`config.mk`:
```
export PLATFORM = sky130hd
export DESIGN_NAME = priority_status_lamp_arbiter_unit
export DESIGN_NICKNAME = d
export VERILOG_FILES = /design/src/rtl/psla_pkg.sv /design/src/rtl/psla_csr.sv /design/src/rtl/psla_decode.sv /design/src/rtl/psla_lamp.sv /design/src/rtl/priority_status_lamp_arbiter_unit.sv
export VERILOG_INCLUDE_DIRS = /design/src /design/src/rtl
export SDC_FILE = /design/constraint.sdc
export NUM_CORES = 2
export LEC_CHECK = 0
export BUFFER_PORTS_ARGS = -buffer_cell sky130_fd_sc_hd__clkbuf_2
export CORE_MARGIN = 10
export CORE_UTILIZATION = 30
export CTS_BUF_LIST = sky130_fd_sc_hd__clkbuf_4 sky130_fd_sc_hd__clkbuf_8
export DETAILED_ROUTE_END_ITERATION = 10
export PLACE_DENSITY = 0.41
export RECOVER_POWER = 25
export SLEW_MARGIN = 20
export SYNTH_ARGS = -nofsm -noshare
export SYNTH_HDL_FRONTEND = slang
export SYNTH_SLANG_ARGS = --single-unit
```
`constraint.sdc`:
```
create_clock -name clock -period 30 [get_ports clock]
set_input_delay 1.5 -clock clock [delete_from_list [all_inputs] [get_ports clock]]
set_output_delay 1.5 -clock clock [all_outputs]
set_load 0.01 [all_outputs]
```
`src/rtl/priority_status_lamp_arbiter_unit_defines.svh`:
```
// Assertion macros shared by the status lamp arbiter modules.
`ifndef PRIORITY_STATUS_LAMP_ARBITER_UNIT_DEFINES_SVH
`define PRIORITY_STATUS_LAMP_ARBITER_UNIT_DEFINES_SVH

// Checks a condition at every clock edge outside reset.
`define PSLA_ASSERT(name, prop, msg) \
   name: assert property (@(posedge clock) disable iff (reset) (prop)) else $error(msg);

// Checks a consequence in the same cycle as its antecedent.
`define PSLA_ASSERT_IMP(name, ante, cons, msg) \
   name: assert property (@(posedge clock) disable iff (reset) (ante) |-> (cons)) \
      else $error(msg);

// Checks a consequence in the cycle after its antecedent.
`define PSLA_ASSERT_NXT(name, ante, cons, msg) \
   name: assert property (@(posedge clock) disable iff (reset) (ante) |=> (cons)) \
      else $error(msg);

`endif

```
`src/rtl/psla_pkg.sv`:
```
// Package with types, codes and constants of the status lamp arbiter.
package psla_pkg;

   localparam int LAYER_LAMP_PRESENT_DEFAULT = 1;
   localparam int TIME_BITS_DEFAULT = 32;
   localparam int NUM_LAMPS = 3;
   localparam int CSR_INDEX_BITS = 4;

   localparam int LAMP_BATTERY = 0;
   localparam int LAMP_LINK = 1;
   localparam int LAMP_LAYER = 2;

   typedef enum logic [1:0] {OP_POLL, OP_BATTERY, OP_LINK, OP_LAYER} op_type;
   typedef enum logic [1:0] {OWN_NONE, OWN_BATTERY, OWN_LINK, OWN_LAYER} owner_type;
   typedef enum logic [1:0] {PRIO_LINK, PRIO_BATTERY, PRIO_LAYER, PRIO_IDLE} prio_type;
   typedef enum logic [1:0] {ST_ASSIGNED, ST_BUSY, ST_POLL} outcome_type;

   localparam logic [1:0] LINK_CONNECTED = 2'd0;
   localparam logic [1:0] LINK_ADVERTISING = 2'd1;

   localparam logic [CSR_INDEX_BITS-1:0] CSR_BATTERY_BLINK = 4'd0;
   localparam logic [CSR_INDEX_BITS-1:0] CSR_LINK_BLINK = 4'd1;
   localparam logic [CSR_INDEX_BITS-1:0] CSR_LAYER_BLINK = 4'd2;
   localparam logic [CSR_INDEX_BITS-1:0] CSR_SHOW_TIMEOUT = 4'd3;
   localparam logic [CSR_INDEX_BITS-1:0] CSR_SHARE_TIMEOUT = 4'd4;
   localparam logic [CSR_INDEX_BITS-1:0] CSR_CRITICAL_LEVEL = 4'd5;
   localparam logic [CSR_INDEX_BITS-1:0] CSR_LOW_LEVEL = 4'd6;
   localparam logic [CSR_INDEX_BITS-1:0] CSR_HIGH_LEVEL = 4'd7;

   localparam logic [15:0] BATTERY_BLINK_RESET = 16'd1000;
   localparam logic [15:0] LINK_BLINK_RESET = 16'd500;
   localparam logic [15:0] LAYER_BLINK_RESET = 16'd250;
   localparam logic [31:0] SHOW_TIMEOUT_RESET = 32'd5000;
   localparam logic [31:0] SHARE_TIMEOUT_RESET = 32'd1000;
   localparam logic [6:0] CRITICAL_LEVEL_RESET = 7'd5;
   localparam logic [6:0] LOW_LEVEL_RESET = 7'd20;
   localparam logic [6:0] HIGH_LEVEL_RESET = 7'd80;

   localparam logic [15:0] UNKNOWN_LEVEL_PERIOD = 16'd200;
   localparam logic [15:0] CRITICAL_PERIOD = 16'd100;

   typedef struct packed {
      logic [15:0] battery_blink_ms;
      logic [15:0] link_blink_ms;
      logic [15:0] layer_blink_ms;
      logic [31:0] show_timeout_ms;
      logic [31:0] share_timeout_ms;
      logic [6:0]  critical_level;
      logic [6:0]  low_level;
      logic [6:0]  high_level;
   } cfg_type;

   typedef struct packed {
      logic [NUM_LAMPS-1:0] take;
      owner_type            owner;
      prio_type             prio;
      logic [15:0]          period;
      logic                 blinking;
      logic [31:0]          timeout;
      logic                 shared;
   } cmd_type;

   typedef struct packed {
      owner_type owner;
      prio_type  prio;
      logic      lit_next;
   } lamp_state_type;

endpackage

```
`src/rtl/psla_csr.sv`:
```
// Configuration registers of the status lamp arbiter.
module psla_csr (
   input  logic                                clock,
   input  logic                                reset,
   input  logic                                csr_valid,
   output logic                                csr_ready,
   input  logic [psla_pkg::CSR_INDEX_BITS-1:0] csr_index,
   input  logic [31:0]                         csr_data,
   output psla_pkg::cfg_type                   cfg
);

   psla_pkg::cfg_type cfg_ff;
   psla_pkg::cfg_type cfg_in;

   assign csr_ready = 1'b1;
   assign cfg = cfg_ff;

   always_comb begin
      cfg_in = cfg_ff;
      if (csr_valid) begin
         unique case (csr_index)
            psla_pkg::CSR_BATTERY_BLINK:  cfg_in.battery_blink_ms = csr_data[15:0];
            psla_pkg::CSR_LINK_BLINK:     cfg_in.link_blink_ms = csr_data[15:0];
            psla_pkg::CSR_LAYER_BLINK:    cfg_in.layer_blink_ms = csr_data[15:0];
            psla_pkg::CSR_SHOW_TIMEOUT:   cfg_in.show_timeout_ms = csr_data;
            psla_pkg::CSR_SHARE_TIMEOUT:  cfg_in.share_timeout_ms = csr_data;
            psla_pkg::CSR_CRITICAL_LEVEL: cfg_in.critical_level = csr_data[6:0];
            psla_pkg::CSR_LOW_LEVEL:      cfg_in.low_level = csr_data[6:0];
            psla_pkg::CSR_HIGH_LEVEL:     cfg_in.high_level = csr_data[6:0];
            default: cfg_in = cfg_ff;
         endcase
      end
   end

   always_ff @(posedge clock) begin
      if (reset) begin
         cfg_ff.battery_blink_ms <= psla_pkg::BATTERY_BLINK_RESET;
         cfg_ff.link_blink_ms <= psla_pkg::LINK_BLINK_RESET;
         cfg_ff.layer_blink_ms <= psla_pkg::LAYER_BLINK_RESET;
         cfg_ff.show_timeout_ms <= psla_pkg::SHOW_TIMEOUT_RESET;
         cfg_ff.share_timeout_ms <= psla_pkg::SHARE_TIMEOUT_RESET;
         cfg_ff.critical_level <= psla_pkg::CRITICAL_LEVEL_RESET;
         cfg_ff.low_level <= psla_pkg::LOW_LEVEL_RESET;
         cfg_ff.high_level <= psla_pkg::HIGH_LEVEL_RESET;
      end else begin
         cfg_ff <= cfg_in;
      end
   end

endmodule

```
`src/rtl/psla_decode.sv`:
```
// Request decoder that maps a transaction to a lamp assignment command.
module psla_decode #(
   parameter int LAYER_LAMP_PRESENT = psla_pkg::LAYER_LAMP_PRESENT_DEFAULT
) (
   input  psla_pkg::op_type       op,
   input  logic [6:0]             charge_pct,
   input  logic [1:0]             link_state,
   input  psla_pkg::cfg_type      cfg,
   input  psla_pkg::lamp_state_type lamp_st [psla_pkg::NUM_LAMPS],
   output psla_pkg::cmd_type      cmd,
   output psla_pkg::outcome_type  status
);

   logic [15:0] battery_period;
   logic        battery_solid;
   logic [15:0] link_period;
   logic        link_solid;

   function automatic logic free_for(psla_pkg::lamp_state_type st, psla_pkg::prio_type prio);
      return (st.owner == psla_pkg::OWN_NONE) || (prio <= st.prio);
   endfunction

   always_comb begin
      battery_period = cfg.battery_blink_ms;
      battery_solid = 1'b0;
      priority if (charge_pct == 7'd0) begin
         battery_period = psla_pkg::UNKNOWN_LEVEL_PERIOD;
      end else if (charge_pct <= cfg.critical_level) begin
         battery_period = psla_pkg::CRITICAL_PERIOD;
      end else if (charge_pct <= cfg.low_level) begin
         battery_period = cfg.battery_blink_ms >> 1;
      end else if (charge_pct >= cfg.high_level) begin
         battery_solid = 1'b1;
      end else begin
         battery_period = cfg.battery_blink_ms;
      end
   end

   always_comb begin
      link_period = cfg.link_blink_ms;
      link_solid = 1'b0;
      priority if (link_state == psla_pkg::LINK_CONNECTED) begin
         link_solid = 1'b1;
      end else if (link_state != psla_pkg::LINK_ADVERTISING) begin
         link_period = cfg.link_blink_ms >> 1;
      end else begin
         link_period = cfg.link_blink_ms;
      end
   end

   always_comb begin
      cmd = '0;
      cmd.owner = psla_pkg::OWN_NONE;
      cmd.prio = psla_pkg::PRIO_IDLE;
      status = psla_pkg::ST_POLL;
      unique case (op)
         psla_pkg::OP_POLL: begin
            status = psla_pkg::ST_POLL;
         end
         psla_pkg::OP_BATTERY: begin
            cmd.owner = psla_pkg::OWN_BATTERY;
            cmd.prio = psla_pkg::PRIO_BATTERY;
            cmd.period = battery_period;
            cmd.blinking = !battery_solid;
            cmd.timeout = cfg.show_timeout_ms;
            if (free_for(lamp_st[psla_pkg::LAMP_BATTERY], psla_pkg::PRIO_BATTERY)) begin
               cmd.take[psla_pkg::LAMP_BATTERY] = 1'b1;
               status = psla_pkg::ST_ASSIGNED;
            end else begin
               status = psla_pkg::ST_BUSY;
            end
         end
         psla_pkg::OP_LINK: begin
            cmd.owner = psla_pkg::OWN_LINK;
            cmd.prio = psla_pkg::PRIO_LINK;
            cmd.period = link_period;
            cmd.blinking = !link_solid;
            cmd.timeout = cfg.show_timeout_ms;
            if (free_for(lamp_st[psla_pkg::LAMP_LINK], psla_pkg::PRIO_LINK)) begin
               cmd.take[psla_pkg::LAMP_LINK] = 1'b1;
               status = psla_pkg::ST_ASSIGNED;
            end else begin
               status = psla_pkg::ST_BUSY;
            end
         end
         psla_pkg::OP_LAYER: begin
            cmd.owner = psla_pkg::OWN_LAYER;
            cmd.prio = psla_pkg::PRIO_LAYER;
            cmd.period = cfg.layer_blink_ms;
            cmd.blinking = 1'b1;
            cmd.timeout = cfg.share_timeout_ms;
            status = psla_pkg::ST_ASSIGNED;
            priority if ((LAYER_LAMP_PRESENT != 0) &&
                          free_for(lamp_st[psla_pkg::LAMP_LAYER], psla_pkg::PRIO_LAYER)) begin
               cmd.take[psla_pkg::LAMP_LAYER] = 1'b1;
            end else if (free_for(lamp_st[psla_pkg::LAMP_LINK], psla_pkg::PRIO_LAYER)) begin
               cmd.take[psla_pkg::LAMP_LINK] = 1'b1;
               cmd.shared = 1'b1;
            end else if (free_for(lamp_st[psla_pkg::LAMP_BATTERY], psla_pkg::PRIO_LAYER)) begin
               cmd.take[psla_pkg::LAMP_BATTERY] = 1'b1;
               cmd.shared = 1'b1;
            end else begin
               status = psla_pkg::ST_BUSY;
            end
         end
      endcase
   end

endmodule

```
`src/rtl/psla_lamp.sv`:
```
// One lamp slot: ownership, blink timing, expiry and share deadline.
module psla_lamp #(
   parameter int TIME_BITS = psla_pkg::TIME_BITS_DEFAULT
) (
   input  logic                     clock,
   input  logic                     reset,
   input  logic                     step,
   input  logic                     take,
   input  psla_pkg::cmd_type        cmd,
   input  logic [TIME_BITS-1:0]     now,
   input  logic [31:0]              share_timeout_ms,
   output psla_pkg::lamp_state_type state
);

`include "priority_status_lamp_arbiter_unit_defines.svh"

   psla_pkg::owner_type  owner_ff, owner_in, eff_owner;
   psla_pkg::prio_type   prio_ff, prio_in, eff_prio;
   logic                 lit_ff, lit_in, eff_lit;
   logic                 blinking_ff, blinking_in, eff_blinking;
   logic [15:0]          period_ff, eff_period;
   logic [TIME_BITS-1:0] expiry_ff, eff_expiry, expiry_sum;
   logic [TIME_BITS-1:0] next_ff, next_in, eff_next, period_sum;
   logic [TIME_BITS-1:0] share_ff, eff_share, share_sum;
   logic                 active, toggle, expire;

   always_comb begin
      eff_owner = take ? cmd.owner : owner_ff;
      eff_prio = take ? cmd.prio : prio_ff;
      eff_lit = take | lit_ff;
      eff_blinking = take ? cmd.blinking : blinking_ff;
      eff_period = take ? cmd.period : period_ff;
      period_sum = now + TIME_BITS'(eff_period);
      expiry_sum = now + TIME_BITS'(cmd.timeout);
      share_sum = cmd.shared ? (now + TIME_BITS'(share_timeout_ms)) : '0;
      eff_expiry = take ? expiry_sum : expiry_ff;
      eff_share = take ? share_sum : share_ff;
      eff_next = take ? period_sum : next_ff;

      active = (eff_owner != psla_pkg::OWN_NONE);
      toggle = active && eff_blinking && (now >= eff_next);
      expire = active && (((eff_share != '0) && (now >= eff_share)) || (now >= eff_expiry));

      next_in = toggle ? period_sum : eff_next;
      if (expire) begin
         owner_in = psla_pkg::OWN_NONE;
         prio_in = psla_pkg::PRIO_IDLE;
         lit_in = 1'b0;
         blinking_in = 1'b0;
      end else begin
         owner_in = eff_owner;
         prio_in = eff_prio;
         lit_in = eff_lit ^ toggle;
         blinking_in = eff_blinking;
      end
   end

   assign state.owner = owner_ff;
   assign state.prio = prio_ff;
   assign state.lit_next = lit_in;

   always_ff @(posedge clock) begin
      if (reset) begin
         owner_ff <= psla_pkg::OWN_NONE;
         prio_ff <= psla_pkg::PRIO_IDLE;
         lit_ff <= 1'b0;
         blinking_ff <= 1'b0;
      end else if (step) begin
         owner_ff <= owner_in;
         prio_ff <= prio_in;
         lit_ff <= lit_in;
         blinking_ff <= blinking_in;
      end
   end

   always_ff @(posedge clock) begin
      if (step) begin
         period_ff <= eff_period;
         expiry_ff <= eff_expiry;
         next_ff <= next_in;
         share_ff <= eff_share;
      end
   end

   `PSLA_ASSERT_IMP(a_free_lamp_dark, owner_ff == psla_pkg::OWN_NONE, !lit_ff,
                    "free lamp is lit")
   `PSLA_ASSERT_IMP(a_free_lamp_idle, owner_ff == psla_pkg::OWN_NONE,
                    prio_ff == psla_pkg::PRIO_IDLE, "free lamp has a priority")
   `PSLA_ASSERT_NXT(a_take_owns, step && take && !expire, owner_ff != psla_pkg::OWN_NONE,
                    "assigned lamp has no owner")

endmodule

```
`src/rtl/priority_status_lamp_arbiter_unit.sv`:
```
// Top level of the status lamp arbiter: input and result registers, lamps, CSRs.
//
//  Channel  Direction  Signals
//  req      in         req_valid, req_ready, req_opcode, req_now_ms,
//                      req_charge_pct, req_link_state
//  rsp      out        rsp_valid, rsp_ready, rsp_lamps_lit, rsp_request_status
//  csr      in         csr_valid, csr_ready, csr_index, csr_data
//
// A transaction waits in the input register until the result register can take it;
// its result is then registered in the result register. Lamp state is updated as the
// transaction leaves the input register, so a new transaction is accepted every cycle
// unless the result is stalled. While the result is stalled, one further transaction
// waits in the input register. Reset clears the lamps and loads the register defaults.
// CSR writes are accepted in every cycle.
module priority_status_lamp_arbiter_unit #(
   parameter int LAYER_LAMP_PRESENT = psla_pkg::LAYER_LAMP_PRESENT_DEFAULT,
   parameter int TIME_BITS = psla_pkg::TIME_BITS_DEFAULT
) (
   input  logic                                clock,
   input  logic                                reset,
   input  logic                                req_valid,
   output logic                                req_ready,
   input  logic [1:0]                          req_opcode,
   input  logic [31:0]                         req_now_ms,
   input  logic [6:0]                          req_charge_pct,
   input  logic [1:0]                          req_link_state,
   output logic                                rsp_valid,
   input  logic                                rsp_ready,
   output logic [2:0]                          rsp_lamps_lit,
   output logic [1:0]                          rsp_request_status,
   input  logic                                csr_valid,
   output logic                                csr_ready,
   input  logic [psla_pkg::CSR_INDEX_BITS-1:0] csr_index,
   input  logic [31:0]                         csr_data
);

`include "priority_status_lamp_arbiter_unit_defines.svh"

   logic                    s1_valid_ff, s1_valid_in;
   psla_pkg::op_type        s1_op_ff;
   logic [TIME_BITS-1:0]    s1_now_ff;
   logic [6:0]              s1_level_ff;
   logic [1:0]              s1_link_ff;
   logic                    rsp_valid_ff, rsp_valid_in;
   logic [2:0]              rsp_lit_ff;
   psla_pkg::outcome_type   rsp_status_ff;
   logic                    accept, advance;
   psla_pkg::cfg_type       cfg;
   psla_pkg::cmd_type       cmd;
   psla_pkg::outcome_type   status;
   psla_pkg::lamp_state_type lamp_st [psla_pkg::NUM_LAMPS];
   logic [2:0]              lit_next;

   assign advance = s1_valid_ff && (!rsp_valid_ff || rsp_ready);
   assign req_ready = !s1_valid_ff || advance;
   assign accept = req_valid && req_ready;
   assign s1_valid_in = accept ? 1'b1 : (advance ? 1'b0 : s1_valid_ff);
   assign rsp_valid_in = advance ? 1'b1 : (rsp_ready ? 1'b0 : rsp_valid_ff);

   assign rsp_valid = rsp_valid_ff;
   assign rsp_lamps_lit = rsp_lit_ff;
   assign rsp_request_status = rsp_status_ff;

   psla_csr u_csr (
      .clock     (clock),
      .reset     (reset),
      .csr_valid (csr_valid),
      .csr_ready (csr_ready),
      .csr_index (csr_index),
      .csr_data  (csr_data),
      .cfg       (cfg)
   );

   psla_decode #(
      .LAYER_LAMP_PRESENT (LAYER_LAMP_PRESENT)
   ) u_decode (
      .op            (s1_op_ff),
      .charge_pct    (s1_level_ff),
      .link_state    (s1_link_ff),
      .cfg           (cfg),
      .lamp_st       (lamp_st),
      .cmd           (cmd),
      .status        (status)
   );

   for (genvar i = 0; i < psla_pkg::NUM_LAMPS; i++) begin : g_lamp
      psla_lamp #(
         .TIME_BITS (TIME_BITS)
      ) u_lamp (
         .clock            (clock),
         .reset            (reset),
         .step             (advance),
         .take             (cmd.take[i]),
         .cmd              (cmd),
         .now              (s1_now_ff),
         .share_timeout_ms (cfg.share_timeout_ms),
         .state            (lamp_st[i])
      );
      assign lit_next[i] = lamp_st[i].lit_next;
   end

   always_ff @(posedge clock) begin
      if (reset) begin
         s1_valid_ff <= 1'b0;
         rsp_valid_ff <= 1'b0;
      end else begin
         s1_valid_ff <= s1_valid_in;
         rsp_valid_ff <= rsp_valid_in;
      end
   end

   always_ff @(posedge clock) begin
      if (accept) begin
         s1_op_ff <= psla_pkg::op_type'(req_opcode);
         s1_now_ff <= TIME_BITS'(req_now_ms);
         s1_level_ff <= req_charge_pct;
         s1_link_ff <= req_link_state;
      end
      if (advance) begin
         rsp_lit_ff <= lit_next;
         rsp_status_ff <= status;
      end
   end

   `PSLA_ASSERT_NXT(a_advance_fills_rsp, advance, rsp_valid_ff, "result register not loaded")
   `PSLA_ASSERT_IMP(a_empty_input_ready, !s1_valid_ff, req_ready, "empty input register not ready")
   `PSLA_ASSERT_NXT(a_poll_status, advance,
                    (rsp_status_ff == psla_pkg::ST_POLL) ==
                    ($past(s1_op_ff) == psla_pkg::OP_POLL), "poll status mismatch")
   `PSLA_ASSERT_IMP(a_absent_layer_dark, rsp_valid_ff,
                    (LAYER_LAMP_PRESENT != 0) || !rsp_lit_ff[2], "absent layer lamp is lit")

endmodule
```
==> reports/metrics.cfg <==
[run_status]
outcome=finished with violations
violations=capacitance limit, slew limit

[clock_network]
worstSkewPairLatency_ps=790
cts_tree=done
htreeDepth=3
cts_setup_buffers=0
cts.sinks=535
cts.path.max_buffers=3
hold_buffers=0
clk_pin_slew_ps=60
cts_root_buf=clkbuf_8
numCtsBuffers=107
cts_resized=0

[drt]
drc=0
wl_um=126000
via_per_inst=5.04
dr.pass1.iters=5
drtIter0Drc=2113
ant_nets=0
wl_per_cell_um=22.2
routed-via-count=28700

[floorplanning]
core_area_um2=122000
die_y_um=370
die-area_um2=137000
die_x_um=370
io_pins=92
start_util_pct=30.2
row_count=128

[synth]
ys_types=95
synth_seq_area_share_pct=39.6
syn_area_um2=36800
yosys_warnings=0
synth.avg_cell_area_um2=9.51
synth_cells=3869
ys_ff_latch=535
async_reset_ff_share_pct=0
synth_edf_count=384
synthesis.nets=4381
ys.flop_type=edfxtp_1

[global_route]
antenna_found_initial=3
top_usage_layer=met2
met1_usage_pct=25.6
grt_pass1_wl_um=191000
grt_use_total_pct=18.2
gr-usage-met2_pct=29.5
grt_pass1_vias=28800
met3_usage_pct=2.66
grt_start_max_net_pins=122
grt_overflow_total=0

[placement]
port_buffers=90
dp_hpwl_um=90000
gp_congestion=0.797

[critical_path]
crit_fanout=22
cp_data_arrival_time_ps=10580
criticalPathCategory=register to register
cp.buffers_inverters=4
required_ps=30520
start_kind=register
max_stage_delay_ps=880
cp_top_family=compound AO/OA/AOI/OAI gates
path_common_cell=a21o_1
cp-end-kind=register
crit_path_top_delay_cell=and2_1

[timing]
finalSetupViolCount=0
tightest_slew_ps=5960
timing.final.max_slew_violations=314
clock_skew_ps=42.2
period_share_pct=33.5
period_needed_ps=10060
finalSetupTns_ps=0
slew_headroom_pct=-300
hold_viol_final=0
timing.fmax_mhz=99.4
rsz0062_at_grt=no

[layout]
drive_above_1_share_pct=11.5
fillers=12700
synthToLayoutAreaGrowth_pct=12.7
multi_input_area_um2=20800
final_core_util_pct=34.1
regArea_um2=14600
nets=4486

[pwr]
powerDensity_nw_per_um2=49.6
ir_drop_mv=0.0280
p_leak_nw=17.7

[run]
drv_cap=5

[hold_path]
min_path_type=register to register

==> synth_stat cells (all sizes together) (10+ instances only) <==
library cell  count  area share (%)
o21ai           123             1.7
o211ai           25            0.56
o21bai           18            0.37
mux2i           206             5.6
nor3             50            0.68
a221oi           12            0.32
o21a             31            0.63
nor2            240             2.4
or2              10            0.17
and2             22            0.37
a21oi           288             3.9
ha              423              14
nand2           594             6.1
nor4             22            0.37
nand4            56            0.95
mux2             80             2.4
a31oi            23            0.41
and3             30            0.51
a22oi            46            0.94
a222oi           13            0.35
a211o            14            0.33
inv             251             2.6
nand3            81             1.1
or3              12            0.20
a21o            128             2.6
dfxtp           151             8.2
clkbuf          125             1.3
buf              39            0.43
xor2             40            0.95
edfxtp          384              31
a211oi           19            0.44
xnor2            97             2.3
nor2b            33            0.56
nand2b           38            0.65
==> path summary, 6_finish.rpt <==
kind | from | to | slack [ps] | cells after the start
setup / recovery | s1_level_ff[1] | g_lamp[0].u_lamp.next_ff[29] | 19940 | 40
hold reg to reg | u_csr.cfg[64] | u_csr.cfg[64] | 460 | 2
setup reg to reg | s1_level_ff[1] | g_lamp[0].u_lamp.next_ff[29] | 19940 | 40
hold / removal | u_csr.cfg[64] | u_csr.cfg[64] | 460 | 2
==> worst register-to-register path, delay by kind of cell, from the launching register on <==
| kind | cells | cell delay (ps) |
|---|---|---|
| xor+xnor | 1 | 140 |
| simple gates | 8 | 1580 |
| buf+inv | 4 | 1110 |
| mux | 2 | 560 |
| compound gates | 22 | 5060 |
| flops | 1 | 450 |
| fa+ha+maj | 3 | 920 |
==> cell type report <==
type / instances / area share, %
multi-input cells: 2919 / 50.1
flip-flops and latches: 535 / 35.1
diodes: 4 / 0.0241
well taps: 1625 / 4.90
clock inverters: 35 / 0.477
repair buffers: 160 / 2.29
clock buffers: 162 / 4.82
inverters: 251 / 2.28
==> cell usage in the layout (no fill, tap or decap), types with 12 or more instances in the layout <==
master and count:
clkbuf_4 37, a211oi_1 17, mux2_2 80, buf_4 67, o21bai_1 17, nand2b_1 36, edfxtp_1 384, clkinv_1 15
a222oi_1 13, and2_1 19, clkbuf_1 14, clkbuf_2 79, clkinv_2 14, mux2i_1 206, a31oi_1 20, dfxtp_1 151
a21o_1 127, nor4_1 22, xnor2_1 97, a21oi_1 286, nor2b_1 32, ha_1 422, nand2_1 593, o211ai_1 23
o21a_1 31, xor2_1 40, nand3_1 80, a22oi_1 46, nor3_1 48, clkbuf_8 125, o21ai_0 112, or3_1 12
inv_1 249, and3_1 30, nand4_1 56, nor2_1 240, a211o_1 14
==> registers in the layout, summed over array words and instances (netlist names), 2 cells and up <==
name,flops
g_lamp.u_lamp.blinking_ff,3
g_lamp.u_lamp.expiry_ff,96
g_lamp.u_lamp.lit_ff,3
g_lamp.u_lamp.next_ff,96
g_lamp.u_lamp.owner_ff,6
g_lamp.u_lamp.period_ff,48
g_lamp.u_lamp.prio_ff,4
g_lamp.u_lamp.share_ff,96
rsp_lamps_lit,3
rsp_request_status,2
s1_level_ff,7
s1_link_ff,2
s1_now_ff,32
s1_op_ff,2
u_csr.cfg,133
==> metal layers <==
layer,vias to the layer above,routed length [µm]
li1,14300,-
met1,13800,62100
met2,433,57900
met3,132,4520
met4,0,1880
met5,-,0
==> metrics by stage <==
stage                     power (mW)  hold slack, ps  instance area [µm²]  worst slack [ps]  cells
after global placement          1.28             440                39300             20080   5490
after floorplan                 1.15             420                36800             16210   3869
after global routing            2.18             475                41500             18930   5690
after CTS                       2.09             456                41500             19910   5687
after detailed placement        1.28             446                39300             19960   5490
final                           2.06             455                41500             19940   5691
==> where the power goes <==
group | switching, mW | internal (mW) | leakage, nW
Combinational | 0.262 | 0.151 | 11.7
Sequential | 0.0137 | 0.838 | 4.86
Clock | 0.359 | 0.432 | 1.18
Total | 0.635 | 1.42 | 17.7
==> cells by family (layout without fill, tap and decap cells) <==
family          count (synthesis)  after routing  share of synthesized area (%)
simple gates                 1222           1222                           14.9
compound gates                845            845                           15.3
flops                         535            535                           39.6
fa+ha+maj                     428            428                           14.7
buf+inv                       415            608                           4.27
mux                           286            286                           8.06
xor+xnor                      137            137                           3.26
other cells                     1              5                         0.0102
No activity file was read; power rests on OpenSTA's default activity.
